File: config.mk
export PLATFORM = sky130hd
export DESIGN_NAME = program_stream_video_demux_unit
export DESIGN_NICKNAME = d
export VERILOG_FILES = /design/src/sv/psvd_pkg.sv /design/src/sv/psvd_parser.sv /design/src/sv/psvd_out_reg.sv /design/src/sv/program_stream_video_demux_unit.sv
export SDC_FILE = /design/constraint.sdc
export NUM_CORES = 1
export LEC_CHECK = 0
export BUFFER_PORTS_ARGS = -buffer_cell sky130_fd_sc_hd__buf_2
export CAP_MARGIN = 25
export CORE_ASPECT_RATIO = 0.5
export CORE_MARGIN = 8
export CORE_UTILIZATION = 55
export DETAILED_ROUTE_END_ITERATION = 7
export PLACE_DENSITY_LB_ADDON = 0.1
export SYNTH_ARGS = -nofsm -noshare
export SYNTH_HDL_FRONTEND = slang
export SYNTH_SLANG_ARGS = --single-unit
File: constraint.sdc
create_clock -name clk -period 5.11 [get_ports clk]
set_input_delay 0.7665 -clock clk [delete_from_list [all_inputs] [get_ports clk]]
set_output_delay 0.7665 -clock clk [all_outputs]
set_load 0.02 [all_outputs]
File: src/sv/psvd_pkg.sv
`timescale 1ns / 1ps
// Shared types and constants for the program stream video demux.
// No dependencies; every other file imports this package.
package psvd_pkg;

	localparam int unsigned BYTE_W  = 8;
	localparam int unsigned PTS_W   = 33;
	localparam int unsigned POS_W   = 17;
	localparam int unsigned HDR_W   = 9;
	localparam int unsigned RECENT_W = 24;

	// Stream ids and header constants
	localparam logic [7:0] ID_PACK      = 8'hBA;
	localparam logic [7:0] ID_PROG_END  = 8'hB9;
	localparam logic [7:0] ID_FIRST_LEN = 8'hBB;
	localparam logic [7:0] ID_VIDEO_LO  = 8'hE0;
	localparam logic [7:0] ID_VIDEO_HI  = 8'hEF;
	localparam logic [7:0] MPEG2_MASK   = 8'hC0;
	localparam logic [7:0] MPEG2_MARK   = 8'h80;

	localparam logic [RECENT_W-1:0] START_CODE  = 24'h000001;
	localparam logic [RECENT_W-1:0] RECENT_IDLE = 24'hFFFFFF;

	// Byte positions inside an element
	localparam logic [POS_W-1:0] POS_CODE_DONE = 17'd4;
	localparam logic [POS_W-1:0] POS_LEN_HI    = 17'd5;
	localparam logic [POS_W-1:0] POS_LEN_LO    = 17'd6;
	localparam logic [POS_W-1:0] POS_HDR_FLAGS = 17'd7;
	localparam logic [POS_W-1:0] POS_HDR_LEN   = 17'd8;
	localparam logic [POS_W-1:0] POS_PTS_0     = 17'd9;
	localparam logic [POS_W-1:0] POS_PTS_1     = 17'd10;
	localparam logic [POS_W-1:0] POS_PTS_2     = 17'd11;
	localparam logic [POS_W-1:0] POS_PTS_3     = 17'd12;
	localparam logic [POS_W-1:0] POS_PTS_4     = 17'd13;
	localparam logic [POS_W-1:0] PACK_LEN      = 17'd14;
	localparam logic [POS_W-1:0] PES_HDR_BYTES = 17'd6;
	localparam logic [POS_W-1:0] MIN_VIDEO_LEN = 17'd9;
	localparam logic [POS_W-1:0] MIN_PTS_LEN   = 17'd14;
	localparam logic [7:0]       MIN_PTS_HDR   = 8'd5;
	localparam logic [HDR_W-1:0] HDR_BASE      = 9'd9;

	typedef enum logic [4:0] {
		PH_HUNT   = 5'b00001,
		PH_CODE   = 5'b00010,
		PH_LEN_HI = 5'b00100,
		PH_LEN_LO = 5'b01000,
		PH_BODY   = 5'b10000
	} psvd_phase_t;

	typedef struct packed {
		logic [BYTE_W-1:0] payload_byte;
		logic              chunk_first;
		logic              chunk_last;
		logic              pts_present;
		logic [PTS_W-1:0]  pts;
	} psvd_result_t;

endpackage

File: src/sv/psvd_parser.sv
`timescale 1ns / 1ps
// Start code hunter and PES parser: holds the parse state, advances it by one
// byte per step and flags a payload byte. Depends on psvd_pkg.
module psvd_parser import psvd_pkg::*; (
	input  logic               clk,
	input  logic               arst_n,
	input  logic               step,
	input  logic [BYTE_W-1:0]  byte_in,
	output logic               emit,
	output psvd_result_t       result
);

	psvd_phase_t         phase_q, phase_d;
	logic [RECENT_W-1:0] recent_q, recent_d;
	logic [7:0]          code_q, code_d;
	logic [POS_W-1:0]    pos_q, pos_d;
	logic [POS_W-1:0]    total_q, total_d;
	logic [HDR_W-1:0]    hdr_end_q, hdr_end_d;
	logic                video_q, video_d;
	logic                pts_flag_q, pts_flag_d;
	logic [PTS_W-1:0]    pts_q, pts_d;
	logic                first_q, first_d;

	logic [POS_W:0]      pos_inc;
	logic [RECENT_W-1:0] recent_shift;
	logic [POS_W-1:0]    len_sum;

	assign pos_inc      = {1'b0, pos_q} + {{POS_W{1'b0}}, 1'b1};
	assign recent_shift = {recent_q[RECENT_W-9:0], byte_in};
	assign len_sum      = {1'b0, total_q[15:8], byte_in} + PES_HDR_BYTES;

	always_comb begin
		phase_d    = phase_q;
		recent_d   = recent_q;
		code_d     = code_q;
		pos_d      = pos_q;
		total_d    = total_q;
		hdr_end_d  = hdr_end_q;
		video_d    = video_q;
		pts_flag_d = pts_flag_q;
		pts_d      = pts_q;
		first_d    = first_q;
		emit       = 1'b0;

		case (phase_q)
			PH_HUNT: begin
				recent_d = recent_shift;
				if (recent_shift == START_CODE) begin
					phase_d = PH_CODE;
				end
			end
			PH_CODE: begin
				code_d = byte_in;
				pos_d  = POS_CODE_DONE;
				if (byte_in == ID_PACK) begin
					total_d = PACK_LEN;
					phase_d = PH_BODY;
				end else if (byte_in == ID_PROG_END || byte_in < ID_FIRST_LEN) begin
					phase_d  = PH_HUNT;
					recent_d = RECENT_IDLE;
				end else begin
					phase_d = PH_LEN_HI;
				end
			end
			PH_LEN_HI: begin
				total_d = {1'b0, byte_in, 8'h00};
				pos_d   = POS_LEN_HI;
				phase_d = PH_LEN_LO;
			end
			PH_LEN_LO: begin
				total_d    = len_sum;
				pos_d      = POS_LEN_LO;
				hdr_end_d  = '0;
				video_d    = 1'b0;
				pts_flag_d = 1'b0;
				pts_d      = '0;
				first_d    = 1'b1;
				if (len_sum == PES_HDR_BYTES) begin
					phase_d  = PH_HUNT;
					recent_d = RECENT_IDLE;
				end else begin
					phase_d = PH_BODY;
				end
			end
			PH_BODY: begin
				if (code_q == ID_PACK) begin
					// stuffing count sits in the low three bits of the last fixed byte
					if (pos_q == POS_PTS_4) begin
						total_d = PACK_LEN + {{(POS_W-3){1'b0}}, byte_in[2:0]};
					end
				end else begin
					if (pos_q == POS_LEN_LO) begin
						video_d = code_q >= ID_VIDEO_LO && code_q <= ID_VIDEO_HI &&
						          total_q >= MIN_VIDEO_LEN &&
						          (byte_in & MPEG2_MASK) == MPEG2_MARK;
					end else if (video_q && pos_q == POS_HDR_FLAGS) begin
						pts_flag_d = byte_in[7];
					end else if (video_q && pos_q == POS_HDR_LEN) begin
						hdr_end_d  = HDR_BASE + {1'b0, byte_in};
						pts_flag_d = pts_flag_q && byte_in >= MIN_PTS_HDR &&
						             total_q >= MIN_PTS_LEN;
					end else if (video_q && pts_flag_q) begin
						// assemble the timestamp, dropping marker bits
						case (pos_q)
							POS_PTS_0: pts_d[32:30] = pts_q[32:30] | byte_in[3:1];
							POS_PTS_1: pts_d[29:22] = pts_q[29:22] | byte_in;
							POS_PTS_2: pts_d[21:15] = pts_q[21:15] | byte_in[7:1];
							POS_PTS_3: pts_d[14:7]  = pts_q[14:7] | byte_in;
							POS_PTS_4: pts_d[6:0]   = pts_q[6:0] | byte_in[7:1];
							default:   pts_d = pts_q;
						endcase
					end
					if (video_q && pos_q >= POS_PTS_0 &&
					    pos_q >= {{(POS_W-HDR_W){1'b0}}, hdr_end_q} && pos_q < total_q) begin
						emit    = 1'b1;
						first_d = 1'b0;
					end
				end
				pos_d = pos_inc[POS_W-1:0];
				if (pos_inc >= {1'b0, total_d}) begin
					phase_d  = PH_HUNT;
					recent_d = RECENT_IDLE;
				end
			end
			default: begin
				phase_d  = PH_HUNT;
				recent_d = RECENT_IDLE;
			end
		endcase
	end

	always_comb begin
		result.payload_byte = byte_in;
		result.chunk_first  = first_q;
		result.chunk_last   = (pos_inc == {1'b0, total_q});
		result.pts_present  = pts_flag_q;
		result.pts          = pts_flag_q ? pts_d : '0;
	end

	always_ff @(posedge clk or negedge arst_n) begin
		if (!arst_n) begin
			phase_q    <= PH_HUNT;
			recent_q   <= RECENT_IDLE;
			code_q     <= '0;
			pos_q      <= '0;
			total_q    <= '0;
			hdr_end_q  <= '0;
			video_q    <= 1'b0;
			pts_flag_q <= 1'b0;
			pts_q      <= '0;
			first_q    <= 1'b0;
		end else if (step) begin
			phase_q    <= phase_d;
			recent_q   <= recent_d;
			code_q     <= code_d;
			pos_q      <= pos_d;
			total_q    <= total_d;
			hdr_end_q  <= hdr_end_d;
			video_q    <= video_d;
			pts_flag_q <= pts_flag_d;
			pts_q      <= pts_d;
			first_q    <= first_d;
		end
	end

endmodule

File: src/sv/psvd_out_reg.sv
`timescale 1ns / 1ps
// Result register on the output channel: holds one payload transaction until
// the receiver takes it. Depends on psvd_pkg.
module psvd_out_reg import psvd_pkg::*; (
	input  logic         clk,
	input  logic         arst_n,
	input  logic         load,
	input  psvd_result_t data_in,
	output logic         can_load,
	output logic         valid,
	input  logic         ready,
	output psvd_result_t data_out
);

	logic         valid_q;
	psvd_result_t data_q;

	assign can_load = !valid_q || ready;
	assign valid    = valid_q;
	assign data_out = data_q;

	always_ff @(posedge clk or negedge arst_n) begin
		if (!arst_n) begin
			valid_q <= 1'b0;
		end else if (can_load) begin
			valid_q <= load;
		end
	end

	always_ff @(posedge clk) begin
		if (can_load && load) begin
			data_q <= data_in;
		end
	end

endmodule

File: src/sv/program_stream_video_demux_unit.sv
`timescale 1ns / 1ps
// Top level of the program stream video demux: input register, parser and
// result register. Depends on psvd_pkg, psvd_parser and psvd_out_reg.
//
// Usage:
//   Feed the program stream one byte per transaction on in_byte with
//   in_valid / in_ready. Each byte of video PES payload (stream ids E0..EF
//   with an MPEG-2 header) comes out as one transaction on out_valid /
//   out_ready, with chunk_first and chunk_last marking the first and last
//   payload bytes of a packet and pts_present / pts giving the packet's
//   timestamp (zero when absent). Pack headers, short start codes and other
//   packets produce no output.
//   Path: an accepted byte waits in the input register, is parsed
//   when the parser steps and its payload transaction is registered in
//   the result register. Throughput: one byte per cycle while the result
//   register can load, set by the combinational parse step.
//   Stall: while the result register holds an untaken transaction, the
//   parser holds; an empty input register still takes one more byte, then
//   in_ready stays low until out_ready frees the result register.
//   Reset: arst_n clears both registers' valid flags and returns the parser
//   to hunting for a start code with an all-ones byte history.
module program_stream_video_demux_unit import psvd_pkg::*; (
	input  logic                 clk,
	input  logic                 arst_n,
	input  logic                 in_valid,
	output logic                 in_ready,
	input  logic [BYTE_W-1:0]    in_byte,
	output logic                 out_valid,
	input  logic                 out_ready,
	output logic [BYTE_W-1:0]    payload_byte,
	output logic                 chunk_first,
	output logic                 chunk_last,
	output logic                 pts_present,
	output logic [PTS_W-1:0]     pts
);

	logic              valid_s1;
	logic [BYTE_W-1:0] byte_s1;
	logic              advance;
	logic              step;
	logic              emit;
	psvd_result_t      parse_res;
	psvd_result_t      out_res;

	// Advance the parser only when the result register can take its output.
	assign step     = valid_s1 && advance;
	assign in_ready = !valid_s1 || advance;

	// Input register: hold the byte until the parser consumes it.
	always_ff @(posedge clk or negedge arst_n) begin
		if (!arst_n) begin
			valid_s1 <= 1'b0;
		end else if (in_ready) begin
			valid_s1 <= in_valid;
		end
	end

	always_ff @(posedge clk) begin
		if (in_ready && in_valid) begin
			byte_s1 <= in_byte;
		end
	end

	psvd_parser u_parser (
		.clk     (clk),
		.arst_n  (arst_n),
		.step    (step),
		.byte_in (byte_s1),
		.emit    (emit),
		.result  (parse_res)
	);

	// Load a transaction only for a payload byte; drop non-payload steps.
	psvd_out_reg u_out_reg (
		.clk      (clk),
		.arst_n   (arst_n),
		.load     (step && emit),
		.data_in  (parse_res),
		.can_load (advance),
		.valid    (out_valid),
		.ready    (out_ready),
		.data_out (out_res)
	);

	assign payload_byte = out_res.payload_byte;
	assign chunk_first  = out_res.chunk_first;
	assign chunk_last   = out_res.chunk_last;
	assign pts_present  = out_res.pts_present;
	assign pts          = out_res.pts;

endmodule

==> flow_metrics.py <==
metrics = {
    "status": {
        "outcome": "completed",
    },
    "power_and_ir_drop": {
        "leakagePower_nw": 4.36,
        "total_power_w": 0.00352,
        "ir_drop_v": 0.000237,
        "powerDensity_nw_per_um2": 338,
    },
    "timing": {
        "slew_viol_final": 0,
        "max-slew-margin-rel_pct": 32.3,
        "timing.final.ws_setup_ps": 289,
        "fmax_ghz": 0.207,
        "fin_crit_sh_pct": 94.4,
        "rsz0062_at_grt": "no",
        "setup_violations": 0,
        "fin_tns_setup_ps": 0,
        "worst_slew_pin_slew_ps": 1020,
        "hold_violations": 0,
        "period_minus_slack_ps": 4820,
        "clock_skew_ps": 9.81,
    },
    "placed_design": {
        "dpl.hpwl_um": 18000,
        "dpl_worst_slack_ps": 346,
        "io_buffers": 57,
        "place.gp.congestion": 0.983,
    },
    "synthesis": {
        "async_flop_share_pct": 67.9,
        "synth_cells": 963,
        "synth.distinct_cells": 73,
        "synth.net_count": 1028,
        "ys.flop_type": "dfrtp_1",
        "synthTopCellsByArea": "dfrtp_1 (25%), edfxtp_1 (17%), ha_1 (7.1%)",
        "synth_seq_area_share_pct": 46.2,
        "yosys_warnings": 0,
        "synth.avg_cell_area_um2": 9.74,
        "synth_edf_count": 52,
        "synth-seq-cells": 162,
        "synth_area_um2": 9380,
        "synth_top_area_share_pct": 24.8,
        "synth_top_cell_by_area": "dfrtp_1",
    },
    "floorplanning": {
        "row_count": 33,
        "die_h_um": 108,
        "die_x_um": 201,
        "die_area_um2": 21700,
        "initial_core_util_pct": 56.8,
        "core_area_um2": 16500,
        "ios": 58,
    },
    "clocking": {
        "cts_setup_buffers": 0,
        "clk_latency_ps": 430,
        "cts_resized": 0,
        "cts_buffers": 17,
        "cts_hold_buffers": 0,
        "clock_sinks": 162,
        "root_buffer": "clkbuf_16",
        "htreeDepth": 4,
        "cts_tree": "done",
        "ctsLongestPathBuffers": 2,
        "cts.clk_slew.worst_paths_ps": 70,
    },
    "finish": {
        "final_nets": 1067,
        "drive_above_1_share_pct": 15.1,
        "mostFrequentLayoutCells": "nand2_1 (121), dfrtp_1 (93), o21ai_0 (73)",
        "n_antenna_cell": 0,
        "mostFrequentLayoutCell": "nand2_1",
        "area_delta_synth_final_pct": 11.1,
    },
    "grt": {
        "grt_pass1_wl_um": 40700,
        "grt.total_usage_pct": 23.6,
        "overflow": 0,
        "grt_max_degree": 67,
        "grt_antenna_before_repair": 0,
        "grt_pass1_vias": 7361,
    },
    "critical_path": {
        "worstSetupEndpointType": "flip-flop",
        "cp.required_ps": 5430,
        "criticalPathCategory": "flip-flop to flip-flop",
        "path_max_fanout": 14,
        "startpoint_type": "flip-flop",
        "critPathArrivalTime_ps": 5140,
    },
    "min_path": {
        "min_path_type": "input port to asynchronous set/reset pin",
    },
    "routing": {
        "first_pass_iters": 5,
        "drt-initial-drc-count": 582,
        "route.detailed.wl_per_inst_um": 20.6,
        "ant_nets": 0,
        "drt_wl_total_um": 25500,
        "drc": 0,
        "viasPerCell": 6.06,
        "vias": 7525,
    },
    "job": {
        "drv_cap": 0,
    },
}
==> metal layers <==
layer  part of all wire [%]  vias to the layer above  routed length [um]  global-route usage [%]
li1                       -                     3525                   -                       -
met1                     47                     3666               12000                    32.8
met2                     43                      297               11000                    35.6
met3                    8.1                       37                2080                    6.92
met4                    1.9                        0                 474                    6.95
met5                      0                        -                   0                       0
==> worst max-delay path, cell delays in order (launching register included) <==
cell and delay (ps):
dfrtp_1 460, or4_1 620, nor4_4 300, nand2_2 120, or3_1 620, mux2i_1 200
ha_1 320, a211o_1 290, a21oi_1 100, o21ai_0 110, a21oi_1 150, o31ai_1 80
a2111oi_1 500, buf_4 220, or3_1 230, mux2_2 360
==> flip-flops by register name, summed over array words and instances (netlist names) <==
name and flops:
u_parser.phase_q 5, u_parser.video_q 1, u_out_reg.valid 1, u_parser.pts_flag_q 1, u_parser.hdr_end_q 9, u_parser.pts_q 33, u_parser.total_q 17, u_parser.first_q 1
u_parser.recent_q 16, byte_s1 8, valid_s1 1, u_parser.code_q 8, u_parser.pos_q 17, u_out_reg.data_out 44
==> report_power, final <==
| group | leakage [nW] | internal [W] | switching, W |
|---|---|---|---|
| clock network | 0.275 | 0.000674 | 0.000561 |
| logic | 2.25 | 0.000249 | 0.000409 |
| registers | 1.83 | 0.00149 | 0.000137 |
| total | 4.36 | 0.00241 | 0.00111 |
==> logic make-up after synthesis <==
logic type / synth area share [%]
AOI/OAI and AO/OA: 15.4
DFF: 46.2
and+or+nand+nor: 18.7
buffers and inverters: 5.16
adders and majority gates: 7.07
muxes: 3.46
xor gates and xnor gates: 4.02
==> stage by stage <==
stage	hold WS, ps	util, %	area [um2]	cells
after floorplan	421	-	9380	963
after global placement	433	59.6	9850	1210
after detailed placement	433	59.6	9850	1210
after CTS	449	63.1	10400	1242
after global routing	467	63.1	10400	1242
final	426	63.1	10400	1242
==> synth_stat cells, types with 8 or more instances <==
library cell  count
dfstp_2          17
buf_2             8
nand2_1         121
nor4_1            8
edfxtp_1         52
a21o_1            8
and2_1           22
a22oi_1          27
inv_1            61
mux2_2           11
a22o_1           15
nand4_1          21
clkbuf_1         43
xor2_1           18
o31ai_1          10
a21oi_1          28
nor2_1           45
nand3_1          21
dfrtp_1          93
o21ai_0          73
o21ai_1          10
and3_1           10
nor2b_1          30
xnor2_1          25
mux2i_1          20
ha_1             53
==> layout make-up <==
| type | instances | area (um2) |
|---|---|---|
| fill | 1366 | 6100 |
| multi-input combinational | 682 | 4560 |
| sequential | 162 | 4340 |
| clock buffer | 20 | 468 |
| timing repair buffer | 77 | 438 |
| tap | 227 | 284 |
| inverter | 62 | 233 |
| clock inverter | 12 | 100 |
==> final timing paths <==
kind / startpoint / endpoint / slack [ps] / cells after the start
max in group asynchronous: arst_n / u_parser.code_q[2] / 3560 / 2
max: u_parser.pos_q[16] / u_parser.phase_q[2] / 290 / 15
max reg2reg: u_parser.pos_q[16] / u_parser.phase_q[2] / 290 / 15
min in group clk: u_parser.first_q / u_out_reg.data_out[35] / 450 / 0
min: arst_n / u_parser.total_q[14] / 430 / 1
min reg2reg: u_parser.first_q / u_out_reg.data_out[35] / 450 / 0
Note: power is estimated with default switching activity, not from simulation.
